$ cat config.mk
export PLATFORM = sky130hd
export DESIGN_NAME = mlpt_ram
export DESIGN_NICKNAME = d
export VERILOG_FILES = /design/src/hdl/mlpt_ram.sv
export SDC_FILE = /design/constraint.sdc
export NUM_CORES = 1
export LEC_CHECK = 0
export CAP_MARGIN = 20
export CORE_MARGIN = 2
export CORE_UTILIZATION = 50
export DETAILED_ROUTE_END_ITERATION = 7
export DONT_BUFFER_PORTS = 1
export GPL_TIMING_DRIVEN = 0
export HOLD_SLACK_MARGIN = 0.12
export MAX_ROUTING_LAYER = met4
export PLACE_DENSITY_LB_ADDON = 0.08
export SLEW_MARGIN = 20
export SYNTH_ARGS = -nofsm -noshare
export SYNTH_HDL_FRONTEND = slang
export SYNTH_SLANG_ARGS = --single-unit
$ cat constraint.sdc
create_clock -name clk -period 2.8 [get_ports clk]
set_input_delay 0.14 -clock clk [delete_from_list [all_inputs] [get_ports clk]]
set_output_delay 0.14 -clock clk [all_outputs]
set_load 0.1 [all_outputs]
$ cat src/hdl/mlpt_ram.sv
// ----------------------------------------------------------------------------
// mlpt_ram
// Generic simple dual-port RAM: one write port, one read port, registered read.
// ----------------------------------------------------------------------------
module mlpt_ram #(
  parameter int WIDTH = 8,
  parameter int DEPTH = 16
) (
  input  logic                     clk,
  input  logic                     we,
  input  logic [$clog2(DEPTH)-1:0] waddr,
  input  logic [WIDTH-1:0]         wdata,
  input  logic [$clog2(DEPTH)-1:0] raddr,
  output logic [WIDTH-1:0]         rdata
);

  logic [WIDTH-1:0] mem [DEPTH];

  always_ff @(posedge clk) begin
    if (we) begin
      mem[waddr] <= wdata;
    end
    rdata <= mem[raddr];
  end

endmodule

After elaboration in Yosys (flattened, before gate mapping)
Memory sizes are Yosys's and may differ from the RTL's. A register that Yosys moved wholly into a read port is not among the register bits.
Cells that the tools add are included.

operators by class
  mux-type cells = 2

operators with widths
  operator           number
  two-way mux 1 bit  2

word-level totals
  bits in registers = 0
  output and inout port bits = 8
  RAM bits = 128
  memories = 1
  word-level logic and storage cells = 3
  bits of input ports = 18

memory list
  memory  depth  width  read ports  clocked after memory_dff  wr ports  line  RTL
  mem     16     8      1           1                         1         17    logic [WIDTH-1:0] mem [DEPTH];

Logic depth before layout (Yosys ltp)
  depth in word-level cells = 2
  mapped depth = 5
  mapped depth without buffers = 3

Least setup slack after synthesis
No wires, ideal clock.

  path type = input to register
  start point = input waddr[2]
  end point = memory mem[0][0] (enable)
  buffers on the path = 0
  slack = 1.167 ns
  arrival = 1.250 ns
  library setup time = 0.383 ns
  cell stages on the path = 2
  required time = 2.417 ns
  path through = or3b_2 -> nor3_1

RTL lines
  element          line  RTL
  start, declared  11    input logic [$clog2(DEPTH)-1:0] waddr,
  end, declared    17

No word-level cell before the write port.

==> metrics.yaml <==
critical_path:
  reg2reg_from: "mem[2][0]$_DFFE_PP_"
  rr_worst_depth: 5
  crit-reg2reg-capture: "rdata[0]$_DFF_P_"
  cp-end-kind: "register"
  critical_path_required_ns: 3.20
  regToRegSetupSlack_ns: 0.48
  cp.arrival_ns: 2.72
  critPathKind: "register to register"
  startpoint_type: "register"
  cp_max_fo: 1
logic_synthesis:
  ys.flop_type: "edfxtp_1"
  synth.distinct_cells: 19
  synth-edff-count: 128
  synth_nets: 247
  yosys.area.top_type: "edfxtp_1"
  avgSynthCellArea_um2: 22.5
  netlist_instances: 229
  yosysWarnings: 0
  ys_top_cells_by_area: "edfxtp_1 75%, mux4_2 7.9%, mux4_1 7.1%"
  synth-seq-cells: 136
  syn_area_um2: 5150
  async_flop_share_pct: 0
  ys_seq_area_share_pct: 77.8
  yosysTopAreaCellShare_pct: 74.7
power_and_ir_drop:
  power.total_mw: 4.64
  ir_worst_vdd_v: 0.000355
  p_leak_nw: 2.00
  power.density_nw_per_um2: 764
sta:
  fin_crit_sh_pct: 82.9
  fin_crit_ns: 2.32
  tns_ns: 0
  fmaxAchievable_mhz: 431
  slew_headroom_pct: 37.3
  final-setup-viol-count: 0
  worst_pin_slew_ns: 0.939
  skew_ns: 0.00730
  rsz0062_at_grt: "false"
  hold_viol: 0
  finalMaxSlewViolations: 0
final_layout:
  antenna-diode-count: 0
  drive_above_1_share_pct: 20.7
  final_nets: 285
  syn_to_final_growth_pct: 18.1
  regArea_um2: 4000
  multi_input_area_um2: 1080
  post-route-util_pct: 59.9
  fill_cells: 721
outcome:
  status: "completed"
place:
  port_buffers: 0
  dp_hpwl_um: 5990
  place.gp.congestion: 0.707
global_routing:
  grt_pass1_wl_um: 15100
  overflow: 0
  grt_max_degree: 17
  grt_pass1_vias: 2424
  antenna_found_initial: 0
  grtUsageTotal_pct: 20.6
routing:
  antenna_left: 0
  drt-initial-drc-count: 175
  drc: 0
  num_vias: 2414
  firstDrtPassIters: 6
  viasPerCell: 5.80
  routedWlPerCell_um: 24.4
  wirelength_um: 10100
die:
  ios: 26
  core_area_um2: 10100
  die_h_um: 105
  dieWidth_um: 105
  start_util_pct: 50.8
  die_area_um2: 11100
  num_rows: 37
worst_hold_path:
  holdPathStages: 2
  min_path_type: "input port to register"
  hold_path_end: "mem[15][4]$_DFFE_PP_"
  holdCritStartpoint: "waddr[1]"
cts:
  clock_tree.root_cell: "clkbuf_8"
  numCtsBuffers: 17
  clk_pin_slew_ns: 0.06
  cts_resized: 0
  cts_buffer_depth: 2
  cts_tree: "built"
  cts.sinks: 136
  cts_htree_levels: 4
  worstSkewPairLatency_ns: 0.51
job:
  drv_cap: 0
logic make-up after synthesis:
family	share of synthesized area, %
compound gates	2.33
buf+inv	1.68
flops	77.8
mux	15.0
simple gates	3.18
how the worst max path moves through the flow:
stage / startpoint / end / slack (ns)
after global routing: mem[2][0]$_DFFE_PP_ / rdata[0]$_DFF_P_ / 0.41
after global placement: waddr[2] / mem[0][0]$_DFFE_PP_ / 0.65
final: mem[2][0]$_DFFE_PP_ / rdata[0]$_DFF_P_ / 0.48
after CTS: mem[2][0]$_DFFE_PP_ / rdata[0]$_DFF_P_ / 0.46
after floorplan: waddr[2] / mem[0][0]$_DFFE_PP_ / 1.17
after detailed placement: waddr[2] / mem[2][7]$_DFFE_PP_ / 1.08
critical path, stage by stage (launching register included):
cell and delay [ns]:
edfxtp_1 0.37, mux4_1 0.48, dlygate4sd3_1 0.56, a22oi_1 0.17, dlygate4sd3_1 0.58, nand2_1 0.05
metal layers:
metal / part of all wire [%] / routed length, um / up-vias / global-route usage, %
li1: - / - / 1051 / -
met1: 47 / 4770 / 1282 / 29.1
met2: 47 / 4800 / 72 / 29.4
met3: 4.5 / 456 / 9 / 5.75
met4: 1.1 / 115 / 0 / 6.86
met5: 0 / 0 / - / -
placed cells by master (no fill, tap or decap), drive strengths merged:
master,n
or3b,1
nand3b,2
nand2,9
a22oi,16
mux4,32
clkinv,2
nand3,1
clkbuf,29
bufinv,1
nand2b,2
and2b,1
dfxtp,8
and2,1
edfxtp,128
nor3,4
dlygate4sd3,19
clkdlybuf4s25,3
nor2,13
buf,7
nor2b,1
final cells by class:
class	instances	share of cell area, %
tap	136	2.80
buffer	10	1.42
sequential	136	65.9
timing repair buffer	19	3.13
clock inverter	3	0.659
multi-input combinational	83	17.7
clock buffer	29	8.38
per-stage QoR:
| step | setup WS, ns | hold WS [ns] | area [um^2] | std cells |
|---|---|---|---|---|
| after detailed placement | 1.08 | 0.240 | 5340 | 365 |
| after CTS | 0.457 | 0.153 | 6080 | 416 |
| after global routing | 0.406 | 0.158 | 6080 | 416 |
| after floorplan | 1.17 | 0.239 | 5150 | 229 |
| after global placement | 0.651 | 0.240 | 5320 | 365 |
| final | 0.479 | 0.174 | 6080 | 416 |
power breakdown:
group / switching, mW / internal [mW]
Sequential: 0.112 / 2.28
Clock: 0.748 / 1.29
Combinational: 0.119 / 0.0914
Total: 0.978 / 3.66
repair_timing:
action / in CTS / in global routing
hold buffers: 19 / 0
setup buffers: 0 / 0
endpoints found under the hold margin: 163 / 0
sequential cells by signal (all words and copies together), names as in the netlist:
register	count
rdata	8
mem	128
cells in the mapped netlist (2+ instances only):
| cell type | number |
|---|---|
| nor3_1 | 4 |
| dfxtp_1 | 8 |
| nand3b_1 | 2 |
| edfxtp_1 | 128 |
| nand2b_1 | 2 |
| nor2_1 | 13 |
| a22oi_1 | 16 |
| mux4_1 | 14 |
| buf_6 | 3 |
| nand2_1 | 9 |
| buf_2 | 3 |
| mux4_2 | 18 |
| clkdlybuf4s25_2 | 3 |
(Power assumes the default switching activity.)
